`src/sv/window_minhash_sketch_unit_assert.svh`:
```
// Assertion macros shared by the sketch unit modules.
// Expects clk and rst_n in the scope of each use; no other dependencies.
`ifndef WINDOW_MINHASH_SKETCH_UNIT_ASSERT_SVH
`define WINDOW_MINHASH_SKETCH_UNIT_ASSERT_SVH
`ifndef SYNTHESIS
`define WMS_ASSERT_IMP(lbl, ante, cons, msg) \
  lbl: assert property (@(posedge clk) disable iff (!rst_n) (ante) |-> (cons)) else $error(msg);
`define WMS_ASSERT_NXT(lbl, ante, cons, msg) \
  lbl: assert property (@(posedge clk) disable iff (!rst_n) (ante) |=> (cons)) else $error(msg);
`else
`define WMS_ASSERT_IMP(lbl, ante, cons, msg)
`define WMS_ASSERT_NXT(lbl, ante, cons, msg)
`endif
`endif

```
`src/sv/wms_pkg.sv`:
```
// Shared constants, command and status types of the window min-hash sketch unit.
// No dependencies.
package wms_pkg;

  localparam int MAX_WINDOW_DEF = 16;
  localparam int MARKER_W       = 32;
  localparam int HASH_W         = 64;
  localparam int WIN_CFG_W      = 5;
  localparam int CFG_ADDR_W     = 4;
  localparam int CFG_DATA_W     = 64;

  localparam logic [WIN_CFG_W-1:0] WIN_RESET  = 5'd4;
  localparam logic [HASH_W-1:0]    SEED_RESET = 64'd0;

  // register index, taken from paddr bit 3 (registers at 8-byte spacing)
  localparam logic REG_WINDOW = 1'b0;
  localparam logic REG_SEED   = 1'b1;

  localparam logic [HASH_W-1:0] MURMUR_M    = 64'hc6a4a7935bd1e995;
  localparam logic [31:0]       MURMUR_M_LO = MURMUR_M[31:0];
  localparam logic [31:0]       MURMUR_M_HI = MURMUR_M[63:32];
  localparam int                MURMUR_R    = 47;

  typedef enum logic [3:0] {
    OP_NOP,
    OP_ACCEPT,
    OP_INIT,
    OP_READ,
    OP_READ_TAIL,
    OP_LOAD_K,
    OP_MUL_K,
    OP_MUL_H,
    OP_K_MIX,
    OP_H_SEED,
    OP_H_XK,
    OP_H_PROD,
    OP_H_TAIL,
    OP_H_MIX,
    OP_MIN,
    OP_EMIT
  } wms_op_t;

  typedef struct packed {
    wms_op_t op;
  } wms_cmd_t;

  typedef struct packed {
    logic hash_due;
    logic last;
    logic w_odd;
    logic pair_left;
    logic out_free;
  } wms_status_t;

endpackage

```
`src/sv/wms_in_if.sv`:
```
// Input request channel: one marker identifier and its end-of-read flag.
// Depends on wms_pkg.
interface wms_in_if;
  import wms_pkg::*;

  logic                valid;
  logic                ready;
  logic [MARKER_W-1:0] marker_id;
  logic                end_of_read;

  modport source (output valid, output marker_id, output end_of_read, input ready);
  modport sink   (input valid, input marker_id, input end_of_read, output ready);
endinterface

```
`src/sv/wms_out_if.sv`:
```
// Result request channel: minimum window hash and short-read flag.
// Depends on wms_pkg.
interface wms_out_if;
  import wms_pkg::*;

  logic              valid;
  logic              ready;
  logic [HASH_W-1:0] min_hash;
  logic              short_read;

  modport source (output valid, output min_hash, output short_read, input ready);
  modport sink   (input valid, input min_hash, input short_read, output ready);
endinterface

```
`src/sv/wms_cfg.sv`:
```
// APB-style register file: window length and hash seed.
// Depends on wms_pkg.
module wms_cfg (
  input  logic                             clk,
  input  logic                             rst_n,
  input  logic                             psel,
  input  logic                             penable,
  input  logic                             pwrite,
  input  logic [wms_pkg::CFG_ADDR_W-1:0]   paddr,
  input  logic [wms_pkg::CFG_DATA_W-1:0]   pwdata,
  output logic [wms_pkg::CFG_DATA_W-1:0]   prdata,
  output logic                             pready,
  output logic [wms_pkg::WIN_CFG_W-1:0]    window_markers,
  output logic [wms_pkg::HASH_W-1:0]       hash_seed
);
  import wms_pkg::*;

  logic [WIN_CFG_W-1:0] window_r;
  logic [HASH_W-1:0]    seed_r;
  logic                 wr_en;
  logic                 reg_sel;

  assign pready  = 1'b1;
  assign wr_en   = psel && penable && pwrite && pready;
  assign reg_sel = paddr[3];

  always_ff @(posedge clk) begin
    if (!rst_n) begin
      window_r <= WIN_RESET;
      seed_r   <= SEED_RESET;
    end else if (wr_en) begin
      unique case (reg_sel)
        REG_WINDOW: window_r <= pwdata[WIN_CFG_W-1:0];
        REG_SEED:   seed_r   <= pwdata[HASH_W-1:0];
      endcase
    end
  end

  always_comb begin
    unique case (reg_sel)
      REG_WINDOW: prdata = CFG_DATA_W'(window_r);
      REG_SEED:   prdata = CFG_DATA_W'(seed_r);
    endcase
  end

  assign window_markers = window_r;
  assign hash_seed      = seed_r;
endmodule

```
`src/sv/wms_ctrl.sv`:
```
// Sequencer of the sketch unit: walks each accepted marker through the hash rounds.
// Depends on wms_pkg and the assertion macro header.
`include "window_minhash_sketch_unit_assert.svh"

module wms_ctrl (
  input  logic                 clk,
  input  logic                 rst_n,
  input  logic                 in_valid,
  output logic                 in_ready,
  input  wms_pkg::wms_status_t st,
  output wms_pkg::wms_cmd_t    cmd
);
  import wms_pkg::*;

  typedef enum logic [4:0] {
    S_IDLE,
    S_INIT,
    S_MUL0,
    S_SEED,
    S_RD,
    S_LOAD,
    S_MK1,
    S_KMIX,
    S_MK2,
    S_HXK,
    S_MH,
    S_HPROD,
    S_TRD,
    S_TAIL,
    S_MT,
    S_TPROD,
    S_FMIX,
    S_FMUL,
    S_MIN,
    S_EMIT
  } state_t;

  state_t state_r;
  state_t state_nxt;

  always_comb begin
    state_nxt = state_r;
    cmd.op    = OP_NOP;
    unique case (state_r)
      S_IDLE: begin
        if (in_valid) begin
          cmd.op    = OP_ACCEPT;
          state_nxt = S_INIT;
        end
      end
      S_INIT: begin
        cmd.op = OP_INIT;
        priority if (st.hash_due) state_nxt = S_MUL0;
        else if (st.last)         state_nxt = S_EMIT;
        else                      state_nxt = S_IDLE;
      end
      S_MUL0: begin
        cmd.op    = OP_MUL_K;
        state_nxt = S_SEED;
      end
      S_SEED: begin
        cmd.op = OP_H_SEED;
        priority if (st.pair_left) state_nxt = S_RD;
        else if (st.w_odd)         state_nxt = S_TRD;
        else                       state_nxt = S_FMIX;
      end
      S_RD: begin
        cmd.op    = OP_READ;
        state_nxt = S_LOAD;
      end
      S_LOAD: begin
        cmd.op    = OP_LOAD_K;
        state_nxt = S_MK1;
      end
      S_MK1: begin
        cmd.op    = OP_MUL_K;
        state_nxt = S_KMIX;
      end
      S_KMIX: begin
        cmd.op    = OP_K_MIX;
        state_nxt = S_MK2;
      end
      S_MK2: begin
        cmd.op    = OP_MUL_K;
        state_nxt = S_HXK;
      end
      S_HXK: begin
        cmd.op    = OP_H_XK;
        state_nxt = S_MH;
      end
      S_MH: begin
        cmd.op    = OP_MUL_H;
        state_nxt = S_HPROD;
      end
      S_HPROD: begin
        cmd.op = OP_H_PROD;
        priority if (st.pair_left) state_nxt = S_RD;
        else if (st.w_odd)         state_nxt = S_TRD;
        else                       state_nxt = S_FMIX;
      end
      S_TRD: begin
        cmd.op    = OP_READ_TAIL;
        state_nxt = S_TAIL;
      end
      S_TAIL: begin
        cmd.op    = OP_H_TAIL;
        state_nxt = S_MT;
      end
      S_MT: begin
        cmd.op    = OP_MUL_H;
        state_nxt = S_TPROD;
      end
      S_TPROD: begin
        cmd.op    = OP_H_PROD;
        state_nxt = S_FMIX;
      end
      S_FMIX: begin
        cmd.op    = OP_H_MIX;
        state_nxt = S_FMUL;
      end
      S_FMUL: begin
        cmd.op    = OP_MUL_H;
        state_nxt = S_MIN;
      end
      S_MIN: begin
        cmd.op    = OP_MIN;
        state_nxt = st.last ? S_EMIT : S_IDLE;
      end
      S_EMIT: begin
        // hold until the output register is free
        if (st.out_free) begin
          cmd.op    = OP_EMIT;
          state_nxt = S_IDLE;
        end
      end
    endcase
  end

  always_ff @(posedge clk) begin
    if (!rst_n) begin
      state_r <= S_IDLE;
    end else begin
      state_r <= state_nxt;
    end
  end

  assign in_ready = (state_r == S_IDLE);

  `WMS_ASSERT_IMP(a_rd_has_pair, state_r == S_RD, st.pair_left, "pair read with no pair left")
  `WMS_ASSERT_IMP(a_emit_slot_free, cmd.op == OP_EMIT, st.out_free, "emit over a pending result")
  `WMS_ASSERT_NXT(a_accept_to_init, in_valid && in_ready, state_r == S_INIT, "accept not followed by init")
endmodule

```
`src/sv/wms_dp.sv`:
```
// Datapath: circular marker store, shared 64-bit multiply by the hash constant,
// hash and running-minimum registers, output register. Depends on wms_pkg and macros.
`include "window_minhash_sketch_unit_assert.svh"

module wms_dp #(
  parameter int MAX_WINDOW = wms_pkg::MAX_WINDOW_DEF
) (
  input  logic                            clk,
  input  logic                            rst_n,
  input  wms_pkg::wms_cmd_t               cmd,
  output wms_pkg::wms_status_t            st,
  input  logic [wms_pkg::WIN_CFG_W-1:0]   cfg_window,
  input  logic [wms_pkg::HASH_W-1:0]      cfg_seed,
  input  logic [wms_pkg::MARKER_W-1:0]    marker_id,
  input  logic                            end_of_read,
  input  logic                            out_ready,
  output logic                            out_valid,
  output logic [wms_pkg::HASH_W-1:0]      out_min_hash,
  output logic                            out_short_read
);
  import wms_pkg::*;

  localparam int PW    = (MAX_WINDOW > 1) ? $clog2(MAX_WINDOW) : 1;
  localparam int CW    = $clog2(MAX_WINDOW + 1);
  localparam int AW    = $clog2(2 * MAX_WINDOW) + 1;
  localparam int PAIRW = $clog2(MAX_WINDOW / 2 + 2);
  localparam logic [CW-1:0] SEEN_MAX = CW'(MAX_WINDOW);
  localparam logic [PW-1:0] PTR_LAST = PW'(MAX_WINDOW - 1);

  logic [MARKER_W-1:0] mem [MAX_WINDOW];

  logic [PW-1:0]       wr_r;
  logic [PW-1:0]       rd_ptr_r;
  logic [CW-1:0]       seen_r;
  logic [CW-1:0]       w_r;
  logic                last_r;
  logic [PAIRW-1:0]    pair_cnt_r;
  logic [HASH_W-1:0]   min_r;
  logic                out_valid_r;
  logic [HASH_W-1:0]   out_min_r;
  logic                out_short_r;

  logic [HASH_W-1:0]   k_r;
  logic [HASH_W-1:0]   h_r;
  logic [MARKER_W-1:0] rd_a_r;
  logic [MARKER_W-1:0] rd_b_r;
  logic [63:0]         pp_lo_r;
  logic [31:0]         pp_x1_r;
  logic [31:0]         pp_x2_r;

  logic [CW-1:0]       w_eff;
  logic [CW-1:0]       seen_nxt;
  logic [AW-1:0]       oldest_sum;
  logic [PW-1:0]       oldest;
  logic [PW-1:0]       newest;
  logic [PW-1:0]       rd_a_addr;
  logic [PW-1:0]       rd_b_addr;
  logic [HASH_W-1:0]   mul_src;
  logic [63:0]         pp_lo_nxt;
  logic [31:0]         pp_x1_nxt;
  logic [31:0]         pp_x2_nxt;
  logic [HASH_W-1:0]   prod;
  logic [HASH_W-1:0]   fin_hash;
  logic                is_short;

  function automatic logic [PW-1:0] ptr_inc(input logic [PW-1:0] p);
    ptr_inc = (p == PTR_LAST) ? '0 : p + PW'(1);
  endfunction

  // zero acts as one, oversize clamps to the store depth
  always_comb begin
    priority if (cfg_window == '0)                      w_eff = CW'(1);
    else if (32'(cfg_window) > 32'(MAX_WINDOW))         w_eff = SEEN_MAX;
    else                                                w_eff = CW'(cfg_window);
  end

  assign seen_nxt = (seen_r == SEEN_MAX) ? seen_r : seen_r + CW'(1);

  // oldest marker of the window sits w entries behind the write pointer
  always_comb begin
    oldest_sum = AW'(wr_r) + AW'(MAX_WINDOW) - AW'(w_r);
    if (oldest_sum >= AW'(MAX_WINDOW)) begin
      oldest_sum = oldest_sum - AW'(MAX_WINDOW);
    end
    oldest = PW'(oldest_sum);
  end

  assign newest    = (wr_r == '0) ? PTR_LAST : wr_r - PW'(1);
  assign rd_a_addr = (cmd.op == OP_READ_TAIL) ? newest : rd_ptr_r;
  assign rd_b_addr = ptr_inc(rd_ptr_r);

  // 64x64 low product split into one full and two half 32x32 partials
  assign mul_src   = (cmd.op == OP_MUL_H) ? h_r : k_r;
  assign pp_lo_nxt = 64'(mul_src[31:0]) * 64'(MURMUR_M_LO);
  assign pp_x1_nxt = mul_src[63:32] * MURMUR_M_LO;
  assign pp_x2_nxt = mul_src[31:0] * MURMUR_M_HI;
  assign prod      = pp_lo_r + {pp_x1_r + pp_x2_r, 32'b0};
  assign fin_hash  = prod ^ (prod >> MURMUR_R);

  assign is_short = seen_r < w_r;

  always_ff @(posedge clk) begin
    if (!rst_n) begin
      wr_r        <= '0;
      rd_ptr_r    <= '0;
      seen_r      <= '0;
      w_r         <= CW'(1);
      last_r      <= 1'b0;
      pair_cnt_r  <= '0;
      min_r       <= '1;
      out_valid_r <= 1'b0;
    end else begin
      // a new result only loads once the old one is taken
      if (cmd.op == OP_EMIT) begin
        out_valid_r <= 1'b1;
      end else if (out_ready) begin
        out_valid_r <= 1'b0;
      end
      case (cmd.op)
        OP_ACCEPT: begin
          wr_r   <= ptr_inc(wr_r);
          seen_r <= seen_nxt;
          w_r    <= w_eff;
          last_r <= end_of_read;
        end
        OP_INIT: begin
          rd_ptr_r   <= oldest;
          pair_cnt_r <= PAIRW'(w_r >> 1);
        end
        OP_READ: begin
          rd_ptr_r   <= ptr_inc(rd_b_addr);
          pair_cnt_r <= pair_cnt_r - PAIRW'(1);
        end
        OP_MIN: begin
          if (fin_hash < min_r) begin
            min_r <= fin_hash;
          end
        end
        OP_EMIT: begin
          seen_r <= '0;
          min_r  <= '1;
        end
        default: ;
      endcase
    end
  end

  always_ff @(posedge clk) begin
    if (cmd.op == OP_ACCEPT) begin
      mem[wr_r] <= marker_id;
    end
    if (cmd.op == OP_READ || cmd.op == OP_READ_TAIL) begin
      rd_a_r <= mem[rd_a_addr];
      rd_b_r <= mem[rd_b_addr];
    end
    if (cmd.op == OP_MUL_K || cmd.op == OP_MUL_H) begin
      pp_lo_r <= pp_lo_nxt;
      pp_x1_r <= pp_x1_nxt;
      pp_x2_r <= pp_x2_nxt;
    end
    case (cmd.op)
      OP_INIT:    k_r <= HASH_W'(w_r) << 2;
      OP_LOAD_K:  k_r <= {rd_b_r, rd_a_r};
      OP_K_MIX:   k_r <= fin_hash;
      OP_H_SEED:  h_r <= cfg_seed ^ prod;
      OP_H_XK:    h_r <= h_r ^ prod;
      OP_H_PROD:  h_r <= prod;
      OP_H_TAIL:  h_r <= h_r ^ HASH_W'(rd_a_r);
      OP_H_MIX:   h_r <= h_r ^ (h_r >> MURMUR_R);
      OP_EMIT: begin
        out_min_r   <= is_short ? '1 : min_r;
        out_short_r <= is_short;
      end
      default: ;
    endcase
  end

  assign st.hash_due  = (seen_r >= w_r);
  assign st.last      = last_r;
  assign st.w_odd     = w_r[0];
  assign st.pair_left = (pair_cnt_r != '0);
  assign st.out_free  = !out_valid_r || out_ready;

  assign out_valid      = out_valid_r;
  assign out_min_hash   = out_min_r;
  assign out_short_read = out_short_r;

  `WMS_ASSERT_IMP(a_seen_bound, 1'b1, seen_r <= SEEN_MAX, "marker count above store depth")
  `WMS_ASSERT_IMP(a_short_all_ones, out_valid_r && out_short_r, out_min_r == '1, "short read without all-ones hash")
  `WMS_ASSERT_NXT(a_emit_valid, cmd.op == OP_EMIT, out_valid_r && seen_r == '0, "emit did not load result")
  `WMS_ASSERT_NXT(a_accept_counts, cmd.op == OP_ACCEPT, seen_r != '0, "accepted marker not counted")
endmodule

```
`src/sv/window_minhash_sketch_unit.sv`:
```
// Usage: a read's marker identifiers arrive on in_ch, one per request, the last one
// flagged by end_of_read. Each full window of window_markers markers is hashed with
// MurmurHash64A under hash_seed; at the last marker one result leaves on out_ch:
// the smallest window hash, or all ones with short_read set if the read was shorter
// than the window. Registers: window_markers at byte 0, hash_seed at byte 8.
// A single shared 64-bit constant multiplier serves all hash rounds and takes three
// products per 8-byte block. Markers are taken one at a time.
// A result sits in an output register; the next read's markers are accepted while it
// waits, and only a following end-of-read marker holds until out_ch takes it.
// Reset (synchronous, rst_n low) restores window_markers 4, seed 0, clears the marker
// count, presets the running minimum to all ones, drops any pending result; store not cleared.
module window_minhash_sketch_unit #(
  parameter int MAX_WINDOW = wms_pkg::MAX_WINDOW_DEF
) (
  input  logic                            clk,
  input  logic                            rst_n,
  wms_in_if.sink                          in_ch,
  wms_out_if.source                       out_ch,
  input  logic                            cfg_psel,
  input  logic                            cfg_penable,
  input  logic                            cfg_pwrite,
  input  logic [wms_pkg::CFG_ADDR_W-1:0]  cfg_paddr,
  input  logic [wms_pkg::CFG_DATA_W-1:0]  cfg_pwdata,
  output logic [wms_pkg::CFG_DATA_W-1:0]  cfg_prdata,
  output logic                            cfg_pready
);
  import wms_pkg::*;

  wms_cmd_t             cmd;
  wms_status_t          st;
  logic [WIN_CFG_W-1:0] window_markers;
  logic [HASH_W-1:0]    hash_seed;
  logic                 in_ready;

  wms_cfg u_cfg (
    .clk            (clk),
    .rst_n          (rst_n),
    .psel           (cfg_psel),
    .penable        (cfg_penable),
    .pwrite         (cfg_pwrite),
    .paddr          (cfg_paddr),
    .pwdata         (cfg_pwdata),
    .prdata         (cfg_prdata),
    .pready         (cfg_pready),
    .window_markers (window_markers),
    .hash_seed      (hash_seed)
  );

  wms_ctrl u_ctrl (
    .clk      (clk),
    .rst_n    (rst_n),
    .in_valid (in_ch.valid),
    .in_ready (in_ready),
    .st       (st),
    .cmd      (cmd)
  );

  wms_dp #(
    .MAX_WINDOW (MAX_WINDOW)
  ) u_dp (
    .clk            (clk),
    .rst_n          (rst_n),
    .cmd            (cmd),
    .st             (st),
    .cfg_window     (window_markers),
    .cfg_seed       (hash_seed),
    .marker_id      (in_ch.marker_id),
    .end_of_read    (in_ch.end_of_read),
    .out_ready      (out_ch.ready),
    .out_valid      (out_ch.valid),
    .out_min_hash   (out_ch.min_hash),
    .out_short_read (out_ch.short_read)
  );

  assign in_ch.ready = in_ready;
endmodule
```
`src/flat_wrapper.sv`:
```
// flat-port wrapper written by rule: the top's interface ports become plain ports
module window_minhash_sketch_unit_flat import wms_pkg::*;
#(
  parameter int MAX_WINDOW = wms_pkg::MAX_WINDOW_DEF
)
  (clk, rst_n, cfg_psel, cfg_penable, cfg_pwrite, cfg_paddr, cfg_pwdata, cfg_prdata, cfg_pready, in_ch_valid, in_ch_marker_id, in_ch_end_of_read, in_ch_ready, out_ch_valid, out_ch_min_hash, out_ch_short_read, out_ch_ready);
  wms_in_if in_ch_i ();
  wms_out_if out_ch_i ();
  input  logic clk;
  input  logic rst_n;
  input  logic cfg_psel;
  input  logic cfg_penable;
  input  logic cfg_pwrite;
  input  logic [wms_pkg::CFG_ADDR_W-1:0] cfg_paddr;
  input  logic [wms_pkg::CFG_DATA_W-1:0] cfg_pwdata;
  output logic [wms_pkg::CFG_DATA_W-1:0] cfg_prdata;
  output logic cfg_pready;
  input wire logic [$bits(in_ch_i.valid)-1:0] in_ch_valid;
  input wire logic [$bits(in_ch_i.marker_id)-1:0] in_ch_marker_id;
  input wire logic [$bits(in_ch_i.end_of_read)-1:0] in_ch_end_of_read;
  output wire logic [$bits(in_ch_i.ready)-1:0] in_ch_ready;
  output wire logic [$bits(out_ch_i.valid)-1:0] out_ch_valid;
  output wire logic [$bits(out_ch_i.min_hash)-1:0] out_ch_min_hash;
  output wire logic [$bits(out_ch_i.short_read)-1:0] out_ch_short_read;
  input wire logic [$bits(out_ch_i.ready)-1:0] out_ch_ready;
  assign in_ch_i.valid = in_ch_valid;
  assign in_ch_i.marker_id = in_ch_marker_id;
  assign in_ch_i.end_of_read = in_ch_end_of_read;
  assign in_ch_ready = in_ch_i.ready;
  assign out_ch_valid = out_ch_i.valid;
  assign out_ch_min_hash = out_ch_i.min_hash;
  assign out_ch_short_read = out_ch_i.short_read;
  assign out_ch_i.ready = out_ch_ready;
  window_minhash_sketch_unit #(.MAX_WINDOW(MAX_WINDOW)) u_core (.clk(clk), .rst_n(rst_n), .in_ch(in_ch_i), .out_ch(out_ch_i), .cfg_psel(cfg_psel), .cfg_penable(cfg_penable), .cfg_pwrite(cfg_pwrite), .cfg_paddr(cfg_paddr), .cfg_pwdata(cfg_pwdata), .cfg_prdata(cfg_prdata), .cfg_pready(cfg_pready));
endmodule
```
`config.mk`:
```
export PLATFORM = sky130hd
export DESIGN_NAME = window_minhash_sketch_unit_flat
export DESIGN_NICKNAME = d
export VERILOG_FILES = /design/src/sv/wms_pkg.sv /design/src/sv/wms_in_if.sv /design/src/sv/wms_out_if.sv /design/src/sv/wms_cfg.sv /design/src/sv/wms_ctrl.sv /design/src/sv/wms_dp.sv /design/src/sv/window_minhash_sketch_unit.sv /design/src/flat_wrapper.sv
export VERILOG_INCLUDE_DIRS = /design/src /design/src/sv
export SDC_FILE = /design/constraint.sdc
export NUM_CORES = 2
export LEC_CHECK = 0
export BUFFER_PORTS_ARGS = -buffer_cell sky130_fd_sc_hd__clkbuf_2
export CORE_ASPECT_RATIO = 2
export CORE_UTILIZATION = 60
export DETAILED_ROUTE_END_ITERATION = 8
export PLACE_DENSITY = 0.78
export SLEW_MARGIN = 40
export SYNTH_ARGS = -nofsm -noshare
export SYNTH_HDL_FRONTEND = slang
export SYNTH_SLANG_ARGS = --single-unit
```
`constraint.sdc`:
```
create_clock -name clk -period 14.3 [get_ports clk]
set_input_delay 0 -clock clk [delete_from_list [all_inputs] [get_ports clk]]
set_output_delay 0 -clock clk [all_outputs]
set_load 0.05 [all_outputs]
```
Word level (Yosys, flattened, before mapping)
Memory sizes are Yosys's and may differ from the RTL's. A register that Yosys moved wholly into a read port is not among the register bits.
Index checks and enable logic that the tools add are counted.
Storage, ports and cells
  flip-flop bits (word level): 482
  bits in writable memories: 512
  input port bits: 108
  output and inout port bits: 132
  word-level logic and storage cells: 143
  memories kept: 1
Cells by class
  $add $sub $neg: 11
  multiply operators: 3
  magnitude comparators: 5
  equal/unequal tests: 42
  multiplexer cells: 32
  bitwise gates (word level): 6
  reductions and logical operators: 25
Memory list
  u_core.u_dp.mem: depth 16, width 32, read ports 2, clocked after memory_dff 2, write ports 1, RTL line wms_dp.sv:30  | logic [MARKER_W-1:0] mem [MAX_WINDOW];
Operator list (count)
  64-bit one-hot mux with 5 select lines: 1
  64-bit one-hot mux with 2 select lines: 2
  64-bit one-hot mux with 3 select lines: 1
  64-bit two-way mux: 2
  64-bit by 17-bit bitwise XOR with 64-bit output: 2
  64-bit bitwise XOR: 2
  5-bit one-hot mux with 19 select lines: 1
  63-bit by 64-bit adder with 64-bit output: 1
  64-bit < comparator: 1
  32-bit by 31-bit multiplier with 32-bit output, second input constant: 2
  64-bit by 32-bit bitwise XOR with 64-bit output: 1
  32-bit by 31-bit multiplier with 63-bit output, second input constant: 1
  4-bit one-hot mux with 15 select lines: 1
  5-bit two-way mux: 9
  4-bit equality test, second input constant: 11
  5-bit by 4-bit equality test with 1-bit output, second input constant: 8
  32-bit adder: 1
  4-bit two-way mux: 7
  5-bit equality test, second input constant: 5
  5-bit by 3-bit equality test with 1-bit output, second input constant: 4
  4-bit by 3-bit equality test with 1-bit output, second input constant: 4
  4-bit one-hot mux with 2 select lines: 2
  4-bit by 1-bit adder with 4-bit output, second input constant: 3
  4-bit by 1-bit subtractor with 4-bit output, second input constant: 3
  other kinds (28): 49

Logic depth before layout (Yosys ltp)
  word-level depth: 7
  mapped depth: 36
  gate-level depth less buffers: 32

Cells and area by module
A second synthesis with hierarchy kept.
Second synthesis, totals
  cells, all modules: 7265
  area total of the unflattened synthesis: 86160.1 um^2
Modules (own cells, without submodules)
  wms_dp: instances 1, cells an instance 6813, area each 82303.9 um^2, seq. area each 28637.5 um^2
  wms_cfg: instances 1, cells an instance 369, area each 3281.9 um^2, seq. area each 1381.3 um^2
  wms_ctrl: instances 1, cells an instance 83, area each 574.3 um^2, seq. area each 100.1 um^2

Least setup slack after synthesis
No wires, ideal clock.
  path kind: register to register
  start: register u_core.u_ctrl.state_r[0]
  end: register u_core.u_dp.pp_lo_r[10], enable pin
  setup time: 0.796 ns
  arrival: 9.949 ns
  data required time: 13.504 ns
  slack: 3.555 ns
  stages on the path, launching flop included: 4
  path buffers: 2
  period minus slack after synthesis: 10.745 ns
  path through: dfxtp_1 -> clkbuf_1 -> clkbuf_1 -> o31ai_1
Between the ends
  cells in the longest elaborated chain, start to end: 5
  elaborated cells on any way between the ends: 27
  classes of those cells: eq/ne: 21; mux: 1; reduce/logical: 5
Ends and longest elaborated chain
  from (decl): RTL line wms_ctrl.sv:38  | state_t state_r;
  from (signal assigned): RTL line wms_ctrl.sv:143  | state_r <= state_nxt;
  5-bit equality test, or another cell as far along: RTL line wms_ctrl.sv:44  | unique case (state_r)
  3-bit OR reduction (no source line) or 2-bit OR reduction (tied branches)
  4-bit one-hot mux with 15 select lines *: RTL line wms_ctrl.sv:44
  4-bit by 3-bit equality test with 1-bit output: RTL line wms_dp.sv:156  | if (cmd.op == OP_MUL_K || cmd.op == OP_MUL_H) begin
  1-bit logical OR *: RTL line wms_dp.sv:156
  to (signal assigned): RTL line wms_dp.sv:157  | pp_lo_r <= pp_lo_nxt;
  to (decl): RTL line wms_dp.sv:47  | logic [63:0] pp_lo_r;
Every way passes the cells marked *; elsewhere a longest branch is shown, timed or not.
A chain may end at the register's enable or synchronous reset.

Final worst setup path
  start: register u_core.u_ctrl.state_r[4]
  end: register u_core.u_dp.pp_lo_r[60], data pin
Between the ends
  cells in the longest elaborated chain, start to end: 6
  elaborated cells on any way between the ends: 27
  classes of those cells: mul: 1; eq/ne: 20; mux: 2; reduce/logical: 4
Ends and longest elaborated chain
  5-bit equality test, or another cell as far along: RTL line wms_ctrl.sv:44
  3-bit OR reduction (no source line) or 2-bit OR reduction (tied branches)
  4-bit one-hot mux with 15 select lines *: RTL line wms_ctrl.sv:44
  4-bit by 3-bit equality test with 1-bit output *: RTL line wms_dp.sv:93  | assign mul_src = (cmd.op == OP_MUL_H) ? h_r : k_r;
  64-bit two-way mux *: RTL line wms_dp.sv:93
  32-bit by 31-bit multiplier with 63-bit output *: RTL line wms_dp.sv:94  | assign pp_lo_nxt = 64'(mul_src[31:0]) * 64'(MURMUR_M_LO);
  via u_core.u_dp.pp_lo_nxt[60]: RTL line wms_dp.sv:59  | logic [63:0] pp_lo_nxt;
The timed path passes the listed nets; every way through them passes the cells marked *.

==> results.json <==
{
  "ys_async_sr_fraction_pct": 0,
  "cts_root_buf": "clkbuf_16",
  "dp_hpwl_um": 229000,
  "routabilityCongestion": 1.04,
  "period_minus_slack_ps": 11420,
  "drt_iter0_drc": 5466,
  "cap_viol_max_count": 0,
  "hold_viol": 0,
  "synth_top_area_share_pct": 31.2,
  "fp.dieW_um": 270,
  "yosys-top-cells-area": "edfxtp_1 (31%), fa_1 (18%), ha_1 (14%)",
  "path_clk_slew_ps": 70,
  "rows": 196,
  "ant_nets": 0,
  "grt_pass1_vias": 64727,
  "nets": 9375,
  "dieArea_sq_um": 145000,
  "synth_most_common_cell": "inv_1",
  "cp_data_arrival_time_ps": 11900,
  "synth_cells": 7218,
  "yosysTopAreaCell": "edfxtp_1",
  "grt_max_degree": 93,
  "grt_pass1_wl_um": 429000,
  "synth-edff-count": 895,
  "cts_resized": 0,
  "synth_top_family_by_area": "adder cells",
  "ys_warn_count": 0,
  "relSlewSlack_pct": 37.6,
  "core_area_sq_um": 142000,
  "htree_num_levels": 3,
  "firstDrtPassIters": 7,
  "drc": 0,
  "antenna_found_initial": 17,
  "syn_to_final_growth_pct": 9.84,
  "setup_tns_ps": 0,
  "viasPerCell": 6.41,
  "status": "complete, no violations",
  "clockBufferDepth": 3,
  "avgRoutedWirePerCell_um": 31.4,
  "io_pins": 240,
  "cp.required_ps": 14780,
  "syn_area_sq_um": 86000,
  "grt_overflow": 0,
  "cts_setup_buffers": 0,
  "cts_tree": "done",
  "initial_core_util_pct": 60.4,
  "max_freq_mhz": 87.5,
  "grt_setup_unrepaired": "no",
  "synth_fa_ha_area_share_pct": 31.5,
  "die_h_um": 538,
  "muxShareOfSynthArea_pct": 8.96,
  "cp-end-kind": "register",
  "hold_class": "in2reg",
  "clock_latency_ps": 760,
  "setup_viol": 0,
  "rrSetupSlack_ps": 2880,
  "wirelength_um": 299000,
  "cp_max_fo": 31,
  "drive_above_1_share_pct": 12.4,
  "cts_buffers": 92,
  "drv_slew": 0,
  "num_vias": 61101,
  "syn_area_per_cell_sq_um": 11.9,
  "synth_xor_area_share_pct": 3.43,
  "yosysSeqAreaShare_pct": 35.0,
  "synthFlopType": "edfxtp_1",
  "startpoint_type": "register",
  "syn-num-nets": 9034,
  "synthSimpleGateAreaFrac_pct": 5.71,
  "grtUsageTotal_pct": 41.8,
  "synth-seq-cells": 1057,
  "ys_top_cells_by_count": "inv_1 (1410), ha_1 (947), edfxtp_1 (895), fa_1 (761), nand2_1 (526)",
  "tightest_slew_ps": 935,
  "ys_types": 103,
  "fin_crit_sh_pct": 79.9,
  "clock_sinks": 1057,
  "synth-compound-area-share_pct": 8.20,
  "fin_skew_ps": 65.0,
  "path_class": "reg2reg",
  "io_buffers": 235
}
-- stage by stage --
stage	instance area, sq um	hold WS [ps]	util, %	instances	worst slack, ps
floorplan	86000	98.9	-	7218	3560
global placement	89800	228	63.1	9226	3220
detailed placement	89900	241	63.1	9229	3510
CTS	94400	11.3	66.2	9518	3420
global route	94500	48.9	66.3	9527	2780
finish	94500	32.1	66.3	9538	2880
-- what timing repair did --
action / in CTS / in global routing
endpoints found under the hold margin: 608 / 0
hold buffers: 115 / 0
setup endpoints to repair: 0 / 0
-- critical path, cell delays in order, from the launching register on --
cell and delay [ps]:
dfxtp_1 850, nor2_1 210, a32oi_4 440, buf_4 530, mux2i_1 660, clkinv_1 900, fa_1 980, ha_1 210
inv_1 60, fa_1 580, fa_1 540, inv_1 50, fa_1 560, fa_1 430, fa_1 470, ha_1 290
ha_1 510, nand2_1 130, nor2_1 200, nand2_1 190, nor4_1 520, and4b_1 310, o211ai_1 160, a31oi_1 500
a221o_1 290, a21oi_1 80, o311ai_1 400
-- final cells by class --
cell class | instances | area, sq um
sequential | 1057 | 30100
fill | 10459 | 48000
clock inverter | 55 | 724
multi-input combinational | 4526 | 50100
tap | 1881 | 2350
inverter | 1412 | 5310
clock buffer | 119 | 2570
antenna | 18 | 45.0
timing repair buffer | 470 | 3320
-- registers in the layout (all words and copies together), names as in the netlist --
| signal | flops |
|---|---|
| u_core.u_dp.pp_x2_r | 32 |
| u_core.u_dp.rd_ptr_r | 4 |
| u_core.u_dp.out_min_hash | 64 |
| u_core.u_dp.w_r | 5 |
| u_core.u_dp.pp_x1_r | 32 |
| u_core.u_dp.min_r | 64 |
| u_core.u_dp.seen_r | 5 |
| u_core.u_dp.pair_cnt_r | 4 |
| u_core.u_dp.out_short_read | 1 |
| u_core.u_dp.out_valid | 1 |
| u_core.u_cfg.hash_seed | 64 |
| u_core.u_dp.last_r | 1 |
| u_core.u_dp.k_r | 64 |
| u_core.u_dp.pp_lo_r | 62 |
| u_core.u_cfg.window_markers | 5 |
| u_core.u_dp.rd_b_r | 32 |
| u_core.u_ctrl.state_r | 5 |
| u_core.u_dp.h_r | 64 |
| u_core.u_dp.rd_a_r | 32 |
| u_core.u_dp.mem | 512 |
| u_core.u_dp.wr_r | 4 |
-- layout by cell type (no fill, tap or decap), drive strengths merged, types with 77 or more instances in the layout --
master          n
ha            947
dfxtp         162
a21o           92
o21ai         121
mux4          288
mux2i          80
a21oi         223
nor2          189
and2          101
clkbuf        353
inv          1420
buf           121
dlygate4sd3   115
a21boi         77
xnor2         223
xor2          100
nand2         526
edfxtp        895
fa            761
-- final timing paths --
path | cells after the start | endpoint | start
min | 4 | u_core.u_cfg.hash_seed[62]$_SDFFE_PN0P_ | cfg_pwdata[62]
min reg2reg | 2 | u_core.u_cfg.hash_seed[41]$_SDFFE_PN0P_ | u_core.u_cfg.hash_seed[41]$_SDFFE_PN0P_
max | 26 | u_core.u_dp.pp_lo_r[60]$_DFFE_PP_ | u_core.u_ctrl.state_r[4]$_SDFFE_PN0P_
max reg2reg | 26 | u_core.u_dp.pp_lo_r[60]$_DFFE_PP_ | u_core.u_ctrl.state_r[4]$_SDFFE_PN0P_
-- cells by family (layout without fill, tap and decap cells) --
family,Yosys count,in the layout
fa+ha+maj,1708,1708
buf+inv,1635,2056
simple gates,1077,1077
flops,1057,1057
compound gates,1012,1012
mux,402,402
xor+xnor,326,326
other cells,1,19
-- layer usage --
| layer | GRT usage [%] | share of wire (%) | vias to the layer above |
|---|---|---|---|
| li1 | - | - | 25587 |
| met1 | 40.6 | 30 | 30632 |
| met2 | 73.0 | 51 | 3522 |
| met3 | 6.85 | 6.7 | 1356 |
| met4 | 44.0 | 13 | 4 |
| met5 | 0.263 | 0.0084 | - |
Power is not shown: default switching activity piles up to over one toggle a cycle in this logic, so the estimate is an artifact.
